==> src/design/bdc_pkg.sv <==
// Shared types and constants for the button debounce / click / long-press block.
// No dependencies.
package bdc_pkg;

  // Press timer width; the timer saturates at all ones.
  localparam int HOLD_W = 16;
  // Width used when comparing the timer with the 16-bit threshold.
  localparam int CMP_W  = (HOLD_W > 16) ? HOLD_W : 16;

  localparam int CFG_IDX_W  = 1;
  localparam int CFG_DATA_W = 16;

  localparam logic [CFG_IDX_W-1:0] REG_DEBOUNCE_COUNT   = 1'd0;
  localparam logic [CFG_IDX_W-1:0] REG_LONG_PRESS_TICKS = 1'd1;

  localparam logic [7:0]  DEBOUNCE_RESET = 8'd3;
  localparam logic [15:0] LONG_RESET     = 16'd80;

  // Pin levels, active low button.
  localparam logic LVL_PRESSED  = 1'b0;
  localparam logic LVL_RELEASED = 1'b1;

  typedef enum logic [1:0] {
    EV_NONE  = 2'd0,
    EV_CLICK = 2'd1,
    EV_LONG  = 2'd2
  } key_event_t;

  typedef struct packed {
    logic [7:0]  debounce_count;
    logic [15:0] long_press_ticks;
  } cfg_t;

endpackage

==> src/design/button_debounce_click_long_press_core.sv <==
// Button debounce with click and long-press events: top level.
// A tick passes the input register, then the result register, before out_valid rises.
// Throughput: one tick per cycle; a result left waiting by a low out_ready stalls the input.
// The state update is a single pass of compares and adds.
// Reset: synchronous active-low; stable and previous level released, counters cleared,
// config back to debounce 3 and threshold 80. Depends on bdc_pkg, bdc_cfg_regs, bdc_event_core.
module button_debounce_click_long_press_core (
  input  logic                           clk,
  input  logic                           rst_n,
  input  logic                           in_valid,
  output logic                           in_ready,
  input  logic                           in_pin_level,
  output logic                           out_valid,
  input  logic                           out_ready,
  output logic [1:0]                     out_key_event,
  input  logic                           cfg_we,
  input  logic [bdc_pkg::CFG_IDX_W-1:0]  cfg_index,
  input  logic [bdc_pkg::CFG_DATA_W-1:0] cfg_data
);
  import bdc_pkg::*;

  cfg_t       cfg;
  key_event_t ev;

  // input register
  logic in_vld_r;
  logic pin_r;
  // result register
  logic       out_vld_r;
  key_event_t ev_r;

  // a tick moves from the input register into the result register when
  // the result slot is empty or being drained this cycle
  logic advance;
  assign advance  = in_vld_r && (!out_vld_r || out_ready);
  assign in_ready = !in_vld_r || advance;

  bdc_cfg_regs u_cfg (
    .clk       (clk),
    .rst_n     (rst_n),
    .cfg_we    (cfg_we),
    .cfg_index (cfg_index),
    .cfg_data  (cfg_data),
    .cfg       (cfg)
  );

  // state advances exactly once per tick, on the transfer to the result register
  bdc_event_core u_core (
    .clk       (clk),
    .rst_n     (rst_n),
    .step      (advance),
    .pin_level (pin_r),
    .cfg       (cfg),
    .key_event (ev)
  );

  always_ff @(posedge clk) begin
    if (!rst_n) begin
      in_vld_r <= 1'b0;
    end else if (in_ready) begin
      in_vld_r <= in_valid;
    end
  end

  always_ff @(posedge clk) begin
    if (in_valid && in_ready) pin_r <= in_pin_level;
  end

  always_ff @(posedge clk) begin
    if (!rst_n) begin
      out_vld_r <= 1'b0;
    end else if (advance) begin
      out_vld_r <= 1'b1;
    end else if (out_ready) begin
      out_vld_r <= 1'b0;
    end
  end

  always_ff @(posedge clk) begin
    if (advance) ev_r <= ev;
  end

  assign out_valid     = out_vld_r;
  assign out_key_event = ev_r;

endmodule

==> src/design/bdc_cfg_regs.sv <==
// Configuration register file: debounce count and long-press threshold.
// Depends on bdc_pkg.
module bdc_cfg_regs (
  input  logic                           clk,
  input  logic                           rst_n,
  input  logic                           cfg_we,
  input  logic [bdc_pkg::CFG_IDX_W-1:0]  cfg_index,
  input  logic [bdc_pkg::CFG_DATA_W-1:0] cfg_data,
  output bdc_pkg::cfg_t                  cfg
);
  import bdc_pkg::*;

  cfg_t cfg_r;

  always_ff @(posedge clk) begin
    if (!rst_n) begin
      cfg_r.debounce_count   <= DEBOUNCE_RESET;
      cfg_r.long_press_ticks <= LONG_RESET;
    end else if (cfg_we) begin
      case (cfg_index)
        REG_DEBOUNCE_COUNT:   cfg_r.debounce_count   <= cfg_data[7:0];
        REG_LONG_PRESS_TICKS: cfg_r.long_press_ticks <= cfg_data[15:0];
        default: ;
      endcase
    end
  end

  assign cfg = cfg_r;

endmodule

==> src/design/bdc_event_core.sv <==
// Debounce state, press timer and event decode for one tick per cycle in which step is high.
// Depends on bdc_pkg.
module bdc_event_core (
  input  logic                clk,
  input  logic                rst_n,
  input  logic                step,
  input  logic                pin_level,
  input  bdc_pkg::cfg_t       cfg,
  output bdc_pkg::key_event_t key_event
);
  import bdc_pkg::*;

  logic              stable_r, stable_nxt;
  logic              prev_r, prev_nxt;
  logic [7:0]        match_r, match_nxt;
  logic [HOLD_W-1:0] held_r, held_nxt;
  logic              long_r, long_nxt;
  key_event_t        ev;

  logic [CMP_W-1:0] held_mid_x, held_nxt_x, thr_x;
  logic [HOLD_W-1:0] held_mid;
  logic              long_mid;

  always_comb begin
    stable_nxt = stable_r;
    prev_nxt   = prev_r;
    match_nxt  = match_r;
    held_mid   = held_r;
    long_mid   = long_r;
    ev         = EV_NONE;
    thr_x      = CMP_W'(cfg.long_press_ticks);
    held_mid_x = CMP_W'(held_r);

    if (pin_level == prev_r) begin
      if (match_r < cfg.debounce_count) begin
        match_nxt = match_r + 8'd1;
      end else if (stable_r != pin_level) begin
        stable_nxt = pin_level;
        if (pin_level == LVL_PRESSED) begin
          held_mid = '0;
          long_mid = 1'b0;
        end else if (!long_r && (held_r != '0) && (held_mid_x < thr_x)) begin
          ev = EV_CLICK;
        end
      end
    end else begin
      prev_nxt  = pin_level;
      match_nxt = '0;
    end

    // timer only runs while pressed; a click tick is always released
    held_nxt = held_mid;
    long_nxt = long_mid;
    if (stable_nxt == LVL_PRESSED) begin
      if (held_mid != {HOLD_W{1'b1}}) held_nxt = held_mid + HOLD_W'(1);
    end
    held_nxt_x = CMP_W'(held_nxt);
    if ((stable_nxt == LVL_PRESSED) && (held_nxt_x >= thr_x) && !long_mid) begin
      long_nxt = 1'b1;
      ev       = EV_LONG;
    end
  end

  always_ff @(posedge clk) begin
    if (!rst_n) begin
      stable_r <= LVL_RELEASED;
      prev_r   <= LVL_RELEASED;
      match_r  <= '0;
      held_r   <= '0;
      long_r   <= 1'b0;
    end else if (step) begin
      stable_r <= stable_nxt;
      prev_r   <= prev_nxt;
      match_r  <= match_nxt;
      held_r   <= held_nxt;
      long_r   <= long_nxt;
    end
  end

  assign key_event = ev;

endmodule

==> config.mk <==
export PLATFORM = sky130hd
export DESIGN_NAME = button_debounce_click_long_press_core
export DESIGN_NICKNAME = d
export VERILOG_FILES = /design/src/design/bdc_pkg.sv /design/src/design/button_debounce_click_long_press_core.sv /design/src/design/bdc_cfg_regs.sv /design/src/design/bdc_event_core.sv
export SDC_FILE = /design/constraint.sdc
export NUM_CORES = 1
export LEC_CHECK = 0
export BUFFER_PORTS_ARGS = -buffer_cell sky130_fd_sc_hd__buf_2
export CAP_MARGIN = 20
export CORE_MARGIN = 1
export CORE_UTILIZATION = 41
export DETAILED_ROUTE_END_ITERATION = 8
export PLACE_DENSITY = 0.65
export SLEW_MARGIN = 10
export SYNTH_ARGS = -nofsm -noshare
export SYNTH_HDL_FRONTEND = slang
export SYNTH_SLANG_ARGS = --single-unit
export TNS_END_PERCENT = 5
==> constraint.sdc <==
create_clock -name clk -period 5.5 [get_ports clk]
set_input_delay 1.65 -clock clk [delete_from_list [all_inputs] [get_ports clk]]
set_output_delay 1.65 -clock clk [all_outputs]
set_load 0.01 [all_outputs]
==> qor.csv, run 1 <==
stage,metric,value,unit
logic_synthesis,ys_ff_latch,56,
finish,regArea,1150,sq um
power_and_ir_drop,power,840,uW
timing,report.final.slew_viol_count,0,
logic_synthesis,synth_cell_types,61,
floorplanning,coreArea,9240,sq um
power_and_ir_drop,ir_drop,106,uV
clock_tree,cts_buffers,5,
timing,fin_ws,352,ps
grt,grt_start_max_net_pins,36,
logic_synthesis,synth_edf_count,3,
logic_synthesis,yosys-top-cells-area,"dfxtp_1, ha_1, nand2_1",
placement,placed_cells,637,
route,drt-pass1-iter-count,5,
timing,tns,0,ps
worst_setup_path,cp.required,5660,ps
finish,diodes,0,
timing,max_slew_margin,33.2,%
logic_synthesis,ys.warnings.count,0,
timing,skew,8.15,ps
logic_synthesis,synth_top_area_share,27.0,%
timing,hold_viol,0,
worst_setup_path,start_kind,flop,
logic_synthesis,seq_area_frac_synth,29.3,%
worst_setup_path,crit_path_end_kind,flop,
timing,setup_violations,0,
placement,dp_hpwl,7600,um
route,via_count,3615,
run,drv_cap,0,
clock_tree,h-tree-depth,2,
grt,grt_antenna_before_repair,0,
finish,fillCellCount,934,
floorplanning,fp.dieH,99.8,um
power_and_ir_drop,powerDensity,193,nW/um^2
timing,tightest_slew,1000,ps
finish,multi_input_area,2590,sq um
floorplanning,fp-row-count,35,
grt,grt-ovfl-total,0,
finish,drive_above_1_share,13.5,%
power_and_ir_drop,p_leak,0.00174,uW
finish,nets,582,
worst_setup_path,crit_type,reg -> reg,
floorplanning,die_w,99.8,um
route,wirelength,10300,um
logic_synthesis,synthArstFlopShare,0,%
logic_synthesis,synth.largest_area_cell,dfxtp_1,
logic_synthesis,avgSynthCellArea,7.81,sq um
timing,post-route-period-util,93.6,%
clock_tree,cts_hold_buffers,0,
route,antenna_left,0,
logic_synthesis,syn_inst,502,
grt,grt_pass1_vias,3608,
clock_tree,cts_tree,done,
grt,grt_first_pass_wirelength,17300,um
route,drt_iter0_drc,197,
worst_setup_path,crit_fanout,8,
clock_tree,cts-root-buf,clkbuf_8,
clock_tree,worstSkewPairLatency,320,ps
placement,post-place-ws,244,ps
run_status,status,completed,
min_path,hold_path_class,reg -> reg,
finish,layout.cells.non_filler,648,
logic_synthesis,syn_nets,566,
timing,min_period,5150,ps
floorplanning,ios,27,
finish,area_growth,10.7,%
clock_tree,clock-sinks,56,
worst_setup_path,arrival,5310,ps
logic_synthesis,synthesis.area,3920,sq um
route,vias_per_cell,5.58,
placement,gp_congestion,0.885,
route,avgRoutedWirePerCell,15.9,um
finish,stdcell_area,4340,sq um
placement,place_area,4130,sq um
clock_tree,clock_path_buffers,2,
timing,fmax,0.194,GHz
route,drc_errors,0,
logic_synthesis,synth_common_cells,"nand2_1, dfxtp_1, a21oi_1",
logic_synthesis,yosysMostFrequentCell,nand2_1,
timing,rsz0062_at_grt,false,
grt,track_usage,21.9,%
logic_synthesis,synthFlopType,dfxtp_1,
floorplanning,start_util,42.5,%
floorplanning,dieArea,9960,sq um
placement,io_buffer_count,26,
clock_tree,path_clk_slew,110,ps
state kept, by name, indices dropped and copies added (netlist names):
| register | flops |
|---|---|
| out_valid | 1 |
| in_vld_r | 1 |
| u_core.match_r | 8 |
| u_core.long_r | 1 |
| out_key_event | 2 |
| u_cfg.cfg | 24 |
| u_core.prev_r | 1 |
| u_core.held_mid_x | 16 |
| u_core.stable_r | 1 |
| pin_r | 1 |
cell usage in the layout (no fill, tap or decap), types with 3 or more instances in the layout:
cell	Yosys	layout
dfxtp_1	53	53
nand2_1	88	88
nor2b_1	4	4
nand3_1	16	16
buf_2	1	26
o211ai_1	8	8
a21o_1	11	11
clkbuf_8	3	6
nor4_1	10	7
nor2_1	33	33
or4_1	6	6
xor2_1	5	5
a21oi_1	50	47
o21ai_0	10	10
and2_1	7	7
nand2b_1	8	8
buf_4	3	12
xnor2_1	9	9
and3_1	5	5
a31oi_1	10	10
a21oi_2	1	4
edfxtp_1	3	3
inv_1	25	25
nor3_1	7	7
ha_1	41	41
o21a_1	4	4
nand3b_1	7	7
nand4_1	10	10
or3_1	4	4
logic make-up after synthesis:
logic type	Yosys count	share of synthesized area [%]
simple gates	216	27.0
buf+inv	56	6.63
flops	56	29.3
xor+xnor	14	3.13
mux	4	1.08
compound gates	115	19.8
fa+ha+maj	41	13.1
stage by stage:
| stage | hold slack (ps) | utilization, % |
|---|---|---|
| after floorplan | 434 | - |
| after detailed placement | 448 | 44.7 |
| after global placement | 443 | 44.7 |
| after global routing | 487 | 47.0 |
| final | 463 | 47.0 |
| after CTS | 463 | 46.0 |
critical path, stage by stage, from the launching register on:
cell and delay, ps:
dfxtp_1 360, inv_1 50, ha_1 330, and3_1 240, nand3_1 180, o21a_1 230, or4_1 470, and2_1 220
ha_1 200, nand4_2 160, nor4_4 70, a21oi_2 200, a31oi_4 180, a2111oi_4 500, xnor2_1 170, nor2_1 60
ha_1 290, a21o_1 160, a21o_1 160, a21oi_1 160, o21ai_0 150, a21oi_2 190, a211oi_2 70, nor3_1 180
cell type report:
cell class	instances	share of cell area, %
clock buffer	6	1.90
timing repair buffer	38	5.07
sequential	56	26.5
multi-input combinational	390	59.6
tap	129	3.72
inverter	27	2.33
clock inverter	2	0.893
where the power goes:
| group | total (uW) | switching [uW] | internal [uW] | leakage, uW |
|---|---|---|---|---|
| clock | 292 | 143 | 149 | 0.0000614 |
| sequential | 431 | 9.48 | 421 | 0.000460 |
| combinational | 117 | 73.9 | 42.8 | 0.00122 |
| total | 840 | 226 | 613 | 0.00174 |
per-layer routing:
layer / wire length [um] / part of all wire (%) / vias to the layer above / track usage [%]
met1: 4620 / 45 / 1689 / 26.9
met5: 0 / 0 / - / 0
li1: - / - / 1811 / -
met4: 280 / 2.7 / 0 / 7.92
met2: 4950 / 48 / 90 / 39.0
met3: 462 / 4.5 / 25 / 2.79
final timing paths:
check / start / end / slack, ps / cells after the start
worst max register to register: u_cfg.cfg[23] / out_key_event[0] / 350 / 23
worst max-delay path: u_cfg.cfg[23] / out_key_event[0] / 350 / 23
worst min-delay path: u_cfg.cfg[5] / u_cfg.cfg[5] / 460 / 2
worst min register to register: u_cfg.cfg[5] / u_cfg.cfg[5] / 460 / 2
repair_timing:
action | 4_1_cts | 5_1_grt
setup endpoints to repair | 0 | 3
gates resized for setup | 0 | 10
setup buffers | 0 | 3
No activity file was read; power rests on OpenSTA's default activity.
==> inputs of run 2 (changes only) <==
--- a/config.mk
+++ b/config.mk
@@ -7,7 +7,7 @@
 export LEC_CHECK = 0
 export BUFFER_PORTS_ARGS = -buffer_cell sky130_fd_sc_hd__buf_2
 export CAP_MARGIN = 20
-export CORE_MARGIN = 1
+export CORE_MARGIN = 2
 export CORE_UTILIZATION = 41
 export DETAILED_ROUTE_END_ITERATION = 8
 export PLACE_DENSITY = 0.65
==> qor.csv, run 2 (same netlist as run 1, synthesis figures left out) <==
stage,metric,value,unit
route,avgRoutedWirePerCell,15.7,um
worst_setup_path,arrival,5270,ps
worst_setup_path,startpoint,u_cfg.cfg[23],
timing,tightest_slew,1040,ps
worst_setup_path,crit_fanout,10,
clock_tree,cts_tree,done,
grt,grt_antenna_before_repair,0,
clock_tree,worstSkewPairLatency,310,ps
placement,post-place-ws,215,ps
clock_tree,clock-sinks,56,
grt,grt_pass1_vias,3594,
placement,place_area,4120,sq um
finish,drive_above_1_share,12.2,%
route,drt-pass1-iter-count,5,
route,wirelength,10100,um
finish,nets,578,
timing,min_period,5110,ps
worst_setup_path,ff2ff_path_depth,21,
min_path,hold_path_class,reg -> reg,
grt,grt-ovfl-total,0,
route,drc_errors,0,
timing,tns,0,ps
worst_setup_path,start_kind,flop,
placement,placed_cells,636,
route,antenna_left,0,
worst_setup_path,slowest_stage,or4_1,
placement,gp_congestion,0.917,
worst_setup_path,r2r_end,out_key_event[0],
timing,skew,9.23,ps
timing,setup_violations,0,
worst_setup_path,slowest_delay,470,ps
worst_setup_path,path_cells,inv_1 > ha_1 > and3_1 > nand3_1 > o21a_1 > or4_1 > and2_1 > ha_1 > nand4_2 > nor4_2 > a21oi_2 > a31oi_4 > and2_4 > or3_2 > a21oi_1 > ha_1 > nor4_1 > nor4_2 > a21oi_1 > a211oi_2 > nor3_1,
clock_tree,cts_buffers,5,
finish,area_growth,8.96,%
floorplanning,fp-row-count,35,
finish,final_common_cell,nand2_1,
timing,hold_viol,0,
clock_tree,post_cts_resized,0,
min_path,min_to,u_cfg.cfg[2],
worst_setup_path,cp.buffers_inverters,1,
worst_setup_path,cp.required,5660,ps
run_status,status,completed,
clock_tree,cts-root-buf,clkbuf_8,
worst_setup_path,crit_top_cell,ha_1,
finish,layout_common_cells,"nand2_1, dfxtp_1, a21oi_1, ha_1, nor2_1",
floorplanning,coreArea,9240,sq um
finish,fillCellCount,940,
timing,rsz0062_at_grt,false,
power_and_ir_drop,p_leak,0.00170,uW
route,vias_per_cell,5.54,
worst_setup_path,r2r_slack,390,ps
clock_tree,cts_hold_buffers,0,
clock_tree,postCtsSetupBuffers,0,
min_path,hp-start,u_cfg.cfg[2],
floorplanning,fp.dieH,102,um
floorplanning,start_util,42.5,%
finish,diodes,0,
worst_setup_path,crit_type,reg -> reg,
timing,post-route-period-util,92.9,%
power_and_ir_drop,ir_drop,128,uV
grt,grt_start_max_net_pins,24,
placement,io_buffer_count,26,
clock_tree,path_clk_slew,110,ps
floorplanning,die_w,102,um
min_path,hold_depth,2,
clock_tree,clock_path_buffers,2,
worst_setup_path,critPathTopFamily,simple AND/OR/NAND/NOR gates,
grt,grt_first_pass_wirelength,17100,um
route,drt_iter0_drc,194,
run,drv_cap,0,
power_and_ir_drop,powerDensity,194,nW/um^2
timing,fmax,0.196,GHz
timing,max_slew_margin,30.6,%
worst_setup_path,r2r-start,u_cfg.cfg[23],
finish,layout.cells.non_filler,644,
finish,stdcell_area,4270,sq um
clock_tree,h-tree-depth,2,
timing,fin_ws,388,ps
grt,track_usage,20.9,%
placement,dp_hpwl,7630,um
floorplanning,dieArea,10400,sq um
finish,largest_register_ffs,24,
route,via_count,3570,
floorplanning,ios,27,
timing,holdWs,462,ps
timing,report.final.slew_viol_count,0,
worst_setup_path,crit_path_end_kind,flop,
## run 2: metrics by stage
step / utilization (%) / total power (uW)
6_report: 46.3 / 831
5_1_grt: 46.3 / 872
4_1_cts: 45.8 / 841
3_5_place_dp: 44.6 / 552
3_3_place_gp: 44.6 / 550
2_1_floorplan: - / 517
## run 2: worst max-delay path by stage
| stage | endpoint | cells after the start |
|---|---|---|
| floorplan | out_key_event[0] | 24 |
| global placement | out_key_event[0] | 21 |
| detailed placement | out_key_event[0] | 21 |
| CTS | out_key_event[0] | 21 |
| global route | out_key_event[0] | 24 |
| finish | out_key_event[0] | 21 |
## run 2: area by class of cell
type,instances,area (sq um),area share (%)
Sequential cell,56,1150,26.9
Tap cell,129,161,3.78
Multi-Input combinational cell,390,2550,59.8
Clock buffer,5,68.8,1.61
Timing Repair Buffer,34,190,4.45
Inverter,27,101,2.37
Clock inverter,3,46.3,1.08
## run 2: where the power goes
| group | total [uW] | switching (uW) | internal, uW |
|---|---|---|---|
| sequential | 431 | 9.49 | 421 |
| combinational | 114 | 73.1 | 40.8 |
| clock | 286 | 148 | 138 |
| total | 831 | 230 | 600 |
## run 2: worst register-to-register path, delay by kind of cell (launching register included)
family | cells | cell delay [ps]
DFF | 1 | 340
AOI/OAI and AO/OA | 6 | 1060
buffers and inverters | 1 | 40
adders and majority gates | 3 | 770
and+or+nand+nor | 11 | 2740
## run 2: metal layers
metal,routed length [um],global-route usage [%]
met1,4630,26.0
met3,476,3.35
met5,0,0
met4,182,6.26
met2,4850,37.2
==> inputs of run 3 (changes only) <==
--- a/config.mk
+++ b/config.mk
@@ -14,5 +14,6 @@
 export SLEW_MARGIN = 10
 export SYNTH_ARGS = -nofsm -noshare
 export SYNTH_HDL_FRONTEND = slang
+export SYNTH_HIERARCHICAL = 1
 export SYNTH_SLANG_ARGS = --single-unit
 export TNS_END_PERCENT = 5
==> qor.csv, run 3 <==
stage,metric,value,unit
route,vias_per_cell,5.84,
timing,max_slew_margin,43.6,%
timing,holdWs,461,ps
clock_tree,cts_hold_buffers,0,
run_status,status,completed,
route,drt-pass1-iter-count,5,
power_and_ir_drop,p_switching,223,uW
min_path,hold_path_class,reg -> reg,
timing,skew,14.2,ps
worst_setup_path,crit_fanout,9,
finish,final_common_cell,nand2_1,
timing,rsz0062_at_grt,false,
power_and_ir_drop,seq_power_share,55.5,%
power_and_ir_drop,swShare,28.9,%
timing,report.final.slew_viol_count,0,
placement,dp_hpwl,7670,um
logic_synthesis,synthesis.area,4070,sq um
grt,grt_antenna_before_repair,0,
route,drt_iter0_drc,313,
power_and_ir_drop,p_comb_share,12.6,%
min_path,hp-start,u_cfg/cfg[15],
worst_setup_path,crit_path_end_kind,flop,
logic_synthesis,seq_area_frac_synth,28.3,%
finish,layout_common_cells,"nand2_1, dfxtp_1, ha_1, inv_1, buf_2",
logic_synthesis,synth.largest_area_cell,dfxtp_1,
logic_synthesis,synth_common_cells,"nand2_1, dfxtp_1, ha_1",
logic_synthesis,synthFlopType,dfxtp_1,
finish,diodes,0,
route,drc_errors,0,
floorplanning,fp.dieH,104,um
route,wirelength,10300,um
placement,post-place-ws,548,ps
route,antenna_left,0,
run,drv_cap,0,
finish,fillCellCount,995,
logic_synthesis,yosysMostFrequentCell,nand2_1,
floorplanning,dieArea,10700,sq um
finish,drive_above_1_share,13.1,%
finish,area_growth,6.11,%
clock_tree,clock_path_buffers,2,
worst_setup_path,cp.required,5590,ps
grt,grt_first_pass_wirelength,17200,um
grt,grt_pass1_vias,3532,
floorplanning,start_util,41.9,%
route,avgRoutedWirePerCell,16.4,um
route,top_layer_used,met4,
clock_tree,postCtsSetupBuffers,0,
worst_setup_path,crit_type,reg -> reg,
worst_setup_path,arrival,5130,ps
floorplanning,die_w,104,um
finish,largest_register_ffs,24,
placement,io_buffer_count,26,
power_and_ir_drop,pwr-share-clk,31.9,%
clock_tree,h-tree-depth,2,
grt,track_usage,19.3,%
floorplanning,ios,27,
floorplanning,fp-row-count,36,
grt,grt_start_max_net_pins,53,
power_and_ir_drop,intPower,550,uW
clock_tree,clock-sinks,56,
route,wl_met2,4840,um
floorplanning,coreArea,9730,sq um
timing,fin_ws,453,ps
logic_synthesis,avgSynthCellArea,8.40,sq um
power_and_ir_drop,powerDensity,179,nW/um^2
timing,fmax,0.198,GHz
placement,gp_congestion,0.926,
clock_tree,cts_buffers,5,
worst_setup_path,r2r-start,u_cfg/cfg[23],
worst_setup_path,startpoint,u_cfg/cfg[23],
clock_tree,post_cts_resized,0,
route,dr_wl_met3,379,um
logic_synthesis,synth_edf_count,3,
logic_synthesis,ys_ff_latch,56,
finish,nets,558,
power_and_ir_drop,ir_drop,99.5,uV
finish,multi_input_area,2610,sq um
logic_synthesis,ys.warnings.count,6,
clock_tree,cts-root-buf,clkbuf_8,
finish,regArea,1150,sq um
finish,finish.utilization,44.4,%
timing,setup_violations,0,
power_and_ir_drop,p_leak,0.00171,uW
placement,placed_cells,621,
timing,post-route-period-util,91.8,%
clock_tree,path_clk_slew,120,ps
logic_synthesis,synthArstFlopShare,0,%
worst_setup_path,start_kind,flop,
timing,min_period,5050,ps
clock_tree,worstSkewPairLatency,330,ps
grt,grt-ovfl-total,0,
logic_synthesis,syn_nets,548,
route,via_count,3674,
timing,tns,0,ps
timing,tightest_slew,845,ps
route,wl_met1,4820,um
logic_synthesis,yosys-top-cells-area,"dfxtp_1, ha_1, nand2_1",
logic_synthesis,synth_cell_types,69,
timing,hold_viol,0,
clock_tree,cts_tree,done,
logic_synthesis,synth_top_area_share,26.0,%
finish,layout.cells.non_filler,629,
logic_synthesis,syn_inst,485,
==> run 3: layout make-up <==
cell class                 count  area share [%]
clock buffer                   5            1.59
clock inverter                 3           0.550
inverter                      35            3.04
multi-input combinational    366            60.5
sequential                    56            26.6
tap                          133            3.85
timing repair buffer          31            3.88
==> run 3: worst max-delay path, cell delays in order (launching register included) <==
cell and delay (ps):
dfxtp_1 350, inv_1 40, ha_1 330, and3_1 240, a221oi_4 330, o21ai_2 150, nand3_1 130, and2_1 160
ha_1 260, nand4_2 200, or3_1 530, o31a_1 380, o211ai_2 200, mux2_4 340, ha_1 270, a2111oi_0 390
o21ai_0 160, o211ai_1 100, a221o_1 180, a21oi_1 40
==> run 3: kinds of logic after synthesis <==
logic type	Yosys count	synth area share (%)
flops	56	28.3
compound gates	123	22.7
mux	13	3.32
xor+xnor	11	2.36
buf+inv	63	7.59
simple gates	179	23.5
fa+ha+maj	40	12.3
==> run 3: metrics by stage <==
stage	power [uW]	cell area, sq um
2_1_floorplan	508	4070
3_3_place_gp	533	4230
3_5_place_dp	535	4230
4_1_cts	779	4320
5_1_grt	808	4320
6_report	773	4320
==> run 3: power by group through the flow <==
| stage | registers (uW) | clock network (uW) | logic [uW] |
|---|---|---|---|
| detailed placement | 439 | 0 | 96.5 |
| finish | 429 | 246 | 97.6 |
| global placement | 438 | 0 | 94.7 |
| CTS | 429 | 252 | 97.1 |
| floorplan | 437 | 0 | 71.7 |
| global route | 431 | 267 | 110 |
==> run 3: routing by layer <==
layer  vias to the layer above  global-route usage [%]
met5                         -                       0
met4                         0                    6.47
met3                        19                    2.01
met2                        90                    33.1
met1                      1747                    25.3
li1                       1818                       -
==> run 3: final timing paths <==
path / to / slack (ps) / depth (start not counted)
worst max-delay path: out_key_event[1] / 450 / 19
worst min-delay path: u_cfg/cfg[15] / 460 / 2
worst max register to register: out_key_event[1] / 450 / 19
worst min register to register: u_cfg/cfg[15] / 460 / 2
